$ cat src/sbm_pkg.sv
// ----------------------------------------------------------------------------
// sbm_pkg
// shared constants and types of the substring bracket marker
// ----------------------------------------------------------------------------
package sbm_pkg;

    localparam int MAX_PATTERN = 8;
    localparam int IDX_W       = $clog2(MAX_PATTERN);
    localparam int CNT_W       = $clog2(MAX_PATTERN + 1);
    localparam int CFG_IDX_W   = 2;
    localparam int CFG_DATA_W  = 64;
    localparam int TOTAL_W     = 32;

    localparam logic [7:0] OPEN_CHAR  = 8'h28;
    localparam logic [7:0] CLOSE_CHAR = 8'h29;

    localparam logic [CFG_IDX_W-1:0] CFG_PATTERN_BYTES  = 2'd0;
    localparam logic [CFG_IDX_W-1:0] CFG_PATTERN_LENGTH = 2'd1;

    // control from the sequencer to the row of cells
    typedef struct packed {
        logic                   shift;
        logic [MAX_PATTERN-1:0] load;
        logic [7:0]             data;
        logic [MAX_PATTERN-1:0] in_use;
    } sbm_win_ctrl_t;

    // status from the row of cells to the sequencer
    typedef struct packed {
        logic [7:0] head;
        logic       match;
    } sbm_win_stat_t;

endpackage

$ cat src/substring_bracket_marker_top.sv
// ----------------------------------------------------------------------------
// substring_bracket_marker_top
// marks leftmost non-overlapping pattern matches in a byte stream with
// brackets, keeping a saturating match count
//
//   port group   direction  handshake           payload
//   s_*          in         s_valid / s_ready   text_byte, text_end
//   m_*          out        m_valid / m_ready   out_byte, is_bracket, run_last,
//                                               stream_done, match_total
//   cfg_*        in         cfg_wr_en           cfg_index, cfg_wr_data
//
// one result leaves per cycle through the output register unless m_ready
// stalls it; a text byte releases one result, and each bracket adds a result
// to it; an item that releases no result leaves the input ready; after a shorter
// length or at end of text the window drains at one result per cycle, as m_ready allows
// the next item is taken in the cycle its predecessor's last result is loaded,
// or in the cycle after that after end of text
// synchronous active-low reset, no clearing pass; stalls on m_ready hold
// the sequencer and the window in place
// ----------------------------------------------------------------------------
module substring_bracket_marker_top
    import sbm_pkg::*;
(
    input  logic                  aclk,
    input  logic                  aresetn,
    input  logic                  cfg_wr_en,
    input  logic [CFG_IDX_W-1:0]  cfg_index,
    input  logic [CFG_DATA_W-1:0] cfg_wr_data,
    input  logic                  s_valid,
    output logic                  s_ready,
    input  logic [7:0]            s_text_byte,
    input  logic                  s_text_end,
    output logic                  m_valid,
    input  logic                  m_ready,
    output logic [7:0]            m_out_byte,
    output logic                  m_is_bracket,
    output logic                  m_run_last,
    output logic                  m_stream_done,
    output logic [TOTAL_W-1:0]    m_match_total
);

    typedef enum logic [1:0] {
        PH_HEAD,
        PH_BYTE,
        PH_CLOSE
    } phase_t;

    phase_t                 phase_reg, phase_next;
    logic [63:0]            pat_reg, pat_next;
    logic [3:0]             plen_reg, plen_next;
    logic [CNT_W-1:0]       fill_reg, fill_next;
    logic [CNT_W-1:0]       cd_reg, cd_next;
    logic [TOTAL_W-1:0]     cnt_reg, cnt_next;
    logic                   run_reg, run_next;
    logic                   flush_reg, flush_next;
    logic                   m_valid_reg, m_valid_next;
    logic [7:0]             m_byte_reg, m_byte_next;
    logic                   m_brk_reg, m_brk_next;
    logic                   m_last_reg, m_last_next;
    logic                   m_done_reg, m_done_next;
    logic [TOTAL_W-1:0]     m_total_reg, m_total_next;

    sbm_win_ctrl_t          win_ctrl;
    sbm_win_stat_t          win_stat;

    logic [CNT_W-1:0]       len_act;
    logic [CNT_W-1:0]       fill_dec;
    logic [CNT_W-1:0]       fill_mid;
    logic [IDX_W-1:0]       load_idx;
    logic [TOTAL_W-1:0]     cnt_inc;
    logic                   out_free;
    logic                   adv;
    logic                   act_open;
    logic                   act_byte;
    logic                   act_close;
    logic                   close_follows;
    logic                   more;
    logic                   res_last;
    logic                   in_acc;

    sbm_window u_window (
        .aclk    (aclk),
        .ctrl    (win_ctrl),
        .pattern (pat_reg),
        .stat    (win_stat)
    );

    always_comb begin
        if (plen_reg == 4'd0) begin
            len_act = CNT_W'(1);
        end else if (plen_reg > 4'(MAX_PATTERN)) begin
            len_act = CNT_W'(MAX_PATTERN);
        end else begin
            len_act = CNT_W'(plen_reg);
        end
    end

    assign fill_dec = fill_reg - CNT_W'(1);
    assign cnt_inc  = (cnt_reg == '1) ? cnt_reg : cnt_reg + TOTAL_W'(1);
    assign out_free = !m_valid_reg || m_ready;
    assign adv      = run_reg && out_free;

    assign act_open = (phase_reg == PH_HEAD) && (cd_reg == '0) &&
                      (fill_reg >= len_act) && win_stat.match;
    assign act_byte = ((phase_reg == PH_HEAD) && !act_open) || (phase_reg == PH_BYTE);
    assign act_close = (phase_reg == PH_CLOSE);
    assign close_follows = act_byte && (cd_reg == CNT_W'(1));

    always_comb begin
        if (act_open || close_follows) begin
            more = 1'b1;
        end else if (act_byte) begin
            more = flush_reg ? (fill_dec != '0) : (fill_dec >= len_act);
        end else begin
            more = flush_reg ? (fill_reg != '0) : (fill_reg >= len_act);
        end
    end

    assign res_last = !more;
    assign s_ready  = !run_reg || (adv && res_last && !flush_reg);
    assign in_acc   = s_valid && s_ready;

    assign fill_mid = (adv && act_byte) ? fill_dec : fill_reg;
    assign load_idx = fill_mid[IDX_W-1:0];

    always_comb begin
        win_ctrl.shift = adv && act_byte;
        win_ctrl.data  = s_text_byte;
        for (int i = 0; i < MAX_PATTERN; i++) begin
            win_ctrl.load[i]   = in_acc && (load_idx == IDX_W'(i));
            win_ctrl.in_use[i] = CNT_W'(i) < len_act;
        end
    end

    always_comb begin
        pat_next     = pat_reg;
        plen_next    = plen_reg;
        phase_next   = phase_reg;
        fill_next    = in_acc ? fill_mid + CNT_W'(1) : fill_mid;
        cd_next      = cd_reg;
        cnt_next     = cnt_reg;
        run_next     = run_reg;
        flush_next   = flush_reg;
        m_valid_next = m_valid_reg;
        m_byte_next  = m_byte_reg;
        m_brk_next   = m_brk_reg;
        m_last_next  = m_last_reg;
        m_done_next  = m_done_reg;
        m_total_next = m_total_reg;

        if (cfg_wr_en) begin
            unique case (cfg_index)
                CFG_PATTERN_BYTES:  pat_next  = cfg_wr_data;
                CFG_PATTERN_LENGTH: plen_next = cfg_wr_data[3:0];
                default: ;
            endcase
        end

        if (out_free) begin
            m_valid_next = adv;
        end

        if (adv) begin
            m_brk_next   = !act_byte;
            m_last_next  = res_last;
            m_done_next  = res_last && flush_reg;
            m_total_next = act_open ? cnt_inc : cnt_reg;
            if (act_open) begin
                m_byte_next = OPEN_CHAR;
                phase_next  = PH_BYTE;
                cd_next     = len_act;
                cnt_next    = cnt_inc;
            end else if (act_byte) begin
                m_byte_next = win_stat.head;
                phase_next  = close_follows ? PH_CLOSE : PH_HEAD;
                if (cd_reg != '0) begin
                    cd_next = cd_reg - CNT_W'(1);
                end
            end else begin
                m_byte_next = CLOSE_CHAR;
                phase_next  = PH_HEAD;
            end
            if (res_last) begin
                run_next = 1'b0;
                if (flush_reg) begin
                    flush_next = 1'b0;
                    cnt_next   = '0;
                    cd_next    = '0;
                end
            end
        end

        if (in_acc) begin
            run_next   = (fill_next >= len_act) || s_text_end;
            flush_next = s_text_end;
        end
    end

    always_ff @(posedge aclk) begin
        if (!aresetn) begin
            pat_reg     <= '0;
            plen_reg    <= 4'd1;
            phase_reg   <= PH_HEAD;
            fill_reg    <= '0;
            cd_reg      <= '0;
            cnt_reg     <= '0;
            run_reg     <= 1'b0;
            flush_reg   <= 1'b0;
            m_valid_reg <= 1'b0;
        end else begin
            pat_reg     <= pat_next;
            plen_reg    <= plen_next;
            phase_reg   <= phase_next;
            fill_reg    <= fill_next;
            cd_reg      <= cd_next;
            cnt_reg     <= cnt_next;
            run_reg     <= run_next;
            flush_reg   <= flush_next;
            m_valid_reg <= m_valid_next;
        end
        m_byte_reg  <= m_byte_next;
        m_brk_reg   <= m_brk_next;
        m_last_reg  <= m_last_next;
        m_done_reg  <= m_done_next;
        m_total_reg <= m_total_next;
    end

    assign m_valid       = m_valid_reg;
    assign m_out_byte    = m_byte_reg;
    assign m_is_bracket  = m_brk_reg;
    assign m_run_last    = m_last_reg;
    assign m_stream_done = m_done_reg;
    assign m_match_total = m_total_reg;

    // a new item only enters on the last result of the one before
    a_ready_on_last: assert property (@(posedge aclk) disable iff (!aresetn)
        (s_ready && run_reg) |-> (adv && res_last && !flush_reg))
        else $error("input taken while results still pending");

    a_fill_bound: assert property (@(posedge aclk) disable iff (!aresetn)
        fill_reg <= CNT_W'(MAX_PATTERN))
        else $error("window fill beyond depth");

    a_no_overlap: assert property (@(posedge aclk) disable iff (!aresetn)
        (adv && act_open) |-> (cd_reg == '0))
        else $error("match opened inside another match");

    a_done_is_last: assert property (@(posedge aclk) disable iff (!aresetn)
        (m_valid && m_stream_done) |-> m_run_last)
        else $error("stream end not on last result of its transfer");

    a_flush_clears: assert property (@(posedge aclk) disable iff (!aresetn)
        (adv && res_last && flush_reg) |=> (fill_reg == '0 && cnt_reg == '0 && cd_reg == '0))
        else $error("state not cleared after end of text");

endmodule

$ cat src/sbm_cell.sv
// ----------------------------------------------------------------------------
// sbm_cell
// one window position: holds a text byte, shifts towards the head and
// compares its byte with the pattern byte of the same position
// ----------------------------------------------------------------------------
module sbm_cell
    import sbm_pkg::*;
(
    input  logic       aclk,
    input  logic       shift,
    input  logic       load,
    input  logic [7:0] load_data,
    input  logic [7:0] right_byte,
    input  logic [7:0] pattern_byte,
    input  logic       in_use,
    input  logic       match_in,
    output logic [7:0] byte_out,
    output logic       match_out
);

    logic [7:0] byte_reg;
    logic [7:0] byte_next;

    always_comb begin
        if (load) begin
            byte_next = load_data;
        end else if (shift) begin
            byte_next = right_byte;
        end else begin
            byte_next = byte_reg;
        end
    end

    always_ff @(posedge aclk) begin
        byte_reg <= byte_next;
    end

    assign byte_out  = byte_reg;
    assign match_out = match_in && (!in_use || (byte_reg == pattern_byte));

endmodule

$ cat src/sbm_window.sv
// ----------------------------------------------------------------------------
// sbm_window
// row of window cells, oldest byte at the head, with a match chain that
// runs from the far end towards the head
// ----------------------------------------------------------------------------
module sbm_window
    import sbm_pkg::*;
(
    input  logic                       aclk,
    input  sbm_win_ctrl_t              ctrl,
    input  logic [8*MAX_PATTERN-1:0]   pattern,
    output sbm_win_stat_t              stat
);

    logic [7:0] data_row [MAX_PATTERN+1];
    logic       match_row [MAX_PATTERN+1];

    assign data_row[MAX_PATTERN]  = '0;
    assign match_row[MAX_PATTERN] = 1'b1;

    for (genvar i = 0; i < MAX_PATTERN; i++) begin : g_cell
        sbm_cell u_cell (
            .aclk         (aclk),
            .shift        (ctrl.shift),
            .load         (ctrl.load[i]),
            .load_data    (ctrl.data),
            .right_byte   (data_row[i+1]),
            .pattern_byte (pattern[8*i +: 8]),
            .in_use       (ctrl.in_use[i]),
            .match_in     (match_row[i+1]),
            .byte_out     (data_row[i]),
            .match_out    (match_row[i])
        );
    end

    assign stat.head  = data_row[0];
    assign stat.match = match_row[0];

endmodule
$ cat config.mk
export PLATFORM = sky130hd
export DESIGN_NAME = substring_bracket_marker_top
export DESIGN_NICKNAME = d
export VERILOG_FILES = /design/src/sbm_pkg.sv /design/src/substring_bracket_marker_top.sv /design/src/sbm_cell.sv /design/src/sbm_window.sv
export SDC_FILE = /design/constraint.sdc
export NUM_CORES = 1
export LEC_CHECK = 0
export ABC_AREA = 1
export BUFFER_PORTS_ARGS = -buffer_cell sky130_fd_sc_hd__buf_2
export CAP_MARGIN = 20
export CORE_ASPECT_RATIO = 0.5
export CORE_MARGIN = 2
export CORE_UTILIZATION = 50
export CTS_BUF_LIST = sky130_fd_sc_hd__clkbuf_8
export DETAILED_ROUTE_END_ITERATION = 8
export PLACE_DENSITY = 0.67
export SLEW_MARGIN = 20
export SYNTH_ARGS = -nofsm -noshare
export SYNTH_HDL_FRONTEND = slang
export SYNTH_SLANG_ARGS = --single-unit
$ cat constraint.sdc
create_clock -name aclk -period 7 [get_ports aclk]
set_clock_uncertainty 0.15 [all_clocks]
set_input_delay 1.05 -clock aclk [delete_from_list [all_inputs] [get_ports aclk]]
set_output_delay 1.05 -clock aclk [all_outputs]
set_load 0.02 [all_outputs]
==> run_results.csv <==
group,metric,value,unit
outcome,status,"finished clean",
run,cap_viol_max_count,0,
setup_path,path_cells,"inv_1, nand2_1, inv_1, nand2_1, a21oi_1, inv_1, ha_1, inv_1, o21bai_1, nand3_1, nand3_1, inv_1, nor2_1, nand2_1, nor2_1, nand2_1, nand2_2, nand2_1, nand2_2, nand4_4, nand2_1, buf_2",
setup_path,path_max_fanout,13,
setup_path,critPathArrivalTime,4070,ps
global_route,grt_usage,0.245,
power,ir_drop,131,uV
synth,synth_fp_nets,1611,
place,port_buffers,124,
synth,async_reset_ff_frac,0,
sta,min_period,5270,ps
setup_path,crit_slowest_cell,"dfxtp_1",
synth,seq_area_frac_synth,0.475,
sta,finalHoldViolations,0,
global_route,grt_overflow,0,
routing,firstDrtPassIters,8,
min_path,hp-class,"reg -> reg",
layout,design_area,13000,um^2
routing,drc_errors,0,
global_route,gr-usage-met2,0.397,
synth,avgSynthCellArea,7.64,um^2
setup_path,crit_top_cell,"nand2_1",
place,gp_congestion,0.942,
synth,ys_ff_latch,220,
sta,setup_tns,0,ps
setup_path,worstPathRequired,5800,ps
die,io_pins,125,
setup_path,crit_path_start,"plen_reg[1]",
setup_path,max_stage_delay,330,ps
global_route,top_usage_layer,"met2",
routing,vias,10000,
global_route,grt_pass1_vias,9459,
cts,clk_latency,520,ps
place,placed_area,12300,um^2
die,die_w,219,um
global_route,grt_max_degree,72,
place,dpl_worst_slack,1930,ps
cts,cts.sinks,220,
synth,synthDistinctLibCells,45,
sta,timing.final.crit_share,0.753,
die,rows,39,
power,finalPower,3.98,mW
setup_path,crit_family,"simple AND/OR/NAND/NOR gates",
setup_path,reg2reg_from,"plen_reg[1]",
global_route,grt_pass1_wl,47.6,mm
die,core,22700,um^2
cts,clk_transition_reported_paths,70,ps
min_path,hold_start,"pat_reg[18]",
layout,area_delta_synth_final,13.1,%
sta,slew_viol_final,0,
synth,ys.flop_type,"dfxtp_1",
die,initial_core_util,0.507,
routing,post_drt_wl_per_cell,15.0,um
cts,cts_resized,0,
routing,antenna_left,0,
setup_path,start_kind,"flop",
routing,drtIter0Drc,782,
cts,root_buffer,"clkbuf_8",
die,die_h,111,um
sta,fmax,190,MHz
power,powerDensity,306,nW/um^2
global_route,antenna_found_initial,0,
synth,netlist_area,11500,um^2
cts,post_cts_buffers,0,
sta,tightestPinTransition,876,ps
sta,worst_slack,1730,ps
layout,layout_common_cells,"446 x nand2_1, 174 x inv_1, 160 x nor2_1, 124 x buf_2, 113 x dfxtp_1",
layout,final_common_cell,"nand2_1",
setup_path,worst-path-buf-inv,6,
layout,fin_nets,1728,
synth,ys_warn_count,0,
sta,setup_viol,0,
routing,drt_wl_total,29.4,mm
layout,drive_above_1_share,0.132,
sta,slew_headroom,0.415,
cts,cts_max_path_buffers,3,
global_route,grt_use_met1,0.342,
setup_path,endpoint_kind,"primary output",
synth,synthCells,1508,
place,hpwlAfterDp,21.3,mm
sta,rsz0062_at_grt,"false",
cts,hold_buffers,0,
power,p_leak,5.72,nW
setup_path,path_class,"reg -> out",
synth,synth_edf_count,107,
cts,cts_max_level,2,
routing,viasPerCell,5.12,
die,die_area,24400,um^2
cts,numCtsBuffers,34,
layout,n_antenna_cell,0,
cts,cts_tree,"yes",
global_route,met3_usage,0.0423,
-- cell families (layout without fill, tap and decap cells) --
family                     after synthesis  after routing  synth area share
and+or+nand+nor                        799            799             0.297
buffers and inverters                  227            369            0.0789
DFF                                    220            220             0.475
AOI/OAI and AO/OA                      190            190            0.0867
xor gates and xnor gates                49             49            0.0372
adders and majority gates               23             23            0.0250
-- worst reg2reg max path: stages (launching register included) --
cell and delay (ps):
dfxtp_1 330, inv_1 100, nand2_1 70, inv_1 80, nand2_1 80, a21oi_1 230
inv_1 190, ha_1 330, inv_1 40, o21bai_1 120, nand3_1 90, nand3_1 170
inv_1 60, nor2_1 100, nand2_1 60, nor2_1 90, nand2_1 290, nand2_2 300
nand2_1 110, nand2_2 110, nand4_4 100, a21oi_4 720, buf_4 430, nand2_2 190
nand2_1 300
-- power by group --
group / internal, mW / switching [mW]
Clock: 0.559 / 0.508
Sequential: 1.64 / 0.152
Combinational: 0.364 / 0.757
-- routing by layer --
layer	vias up	share of wire
li1	5100	-
met1	4620	0.47
met2	261	0.45
met3	46	0.058
met4	0	0.019
met5	-	0
-- cells in the mapped netlist, types with 2 or more instances --
library cell | instances | area (um^2)
or2_2 | 3 | 18.8
o21bai_1 | 3 | 22.5
xnor2_1 | 33 | 289
clkbuf_1 | 38 | 143
buf_2 | 6 | 30.0
nand2_4 | 5 | 56.3
nand4_1 | 24 | 150
xor2_1 | 16 | 140
ha_1 | 23 | 288
nand2_2 | 8 | 50.1
o21ai_0 | 88 | 440
nor2_1 | 160 | 601
buf_6 | 4 | 45.0
nor4_1 | 7 | 43.8
o21a_1 | 3 | 22.5
and2_1 | 4 | 25.0
o211ai_1 | 2 | 15.0
inv_2 | 4 | 15.0
nand2_1 | 446 | 1670
clkinv_1 | 3 | 11.3
nand3b_1 | 2 | 15.0
a21oi_1 | 88 | 440
edfxtp_1 | 107 | 3210
dfxtp_1 | 113 | 2260
nor2_2 | 5 | 31.3
nor3_1 | 16 | 80.1
nor2_4 | 4 | 45.0
and3b_1 | 2 | 17.5
nand3_1 | 105 | 526
nor4_2 | 2 | 25.0
buf_4 | 2 | 15.0
or2_1 | 2 | 12.5
inv_1 | 168 | 631
-- final timing paths --
check | slack, ps | depth (start not counted) | to
hold reg to reg | 320 | 2 | pat_reg[18]
setup reg to reg | 1810 | 24 | u_window.g_cell[3].u_cell.byte_out[3]
setup / recovery | 1730 | 22 | s_ready
hold / removal | 320 | 2 | pat_reg[18]
-- final cells by class --
type	instances	area, um^2
Multi-Input combinational cell	1061	5150
Inverter	176	662
Timing Repair Buffer	132	701
Clock buffer	40	551
Clock inverter	21	115
Fill cell	2183	9710
Sequential cell	220	5480
Tap cell	307	384
-- metrics by stage --
stage / utilization / cells / hold slack (ps)
2_1_floorplan: - / 1508 / 292
3_3_place_gp: 0.543 / 1895 / 304
3_5_place_dp: 0.543 / 1895 / 311
4_1_cts: 0.572 / 1956 / 321
5_1_grt: 0.573 / 1957 / 343
6_report: 0.573 / 1957 / 319
(Power assumes the default switching activity.)
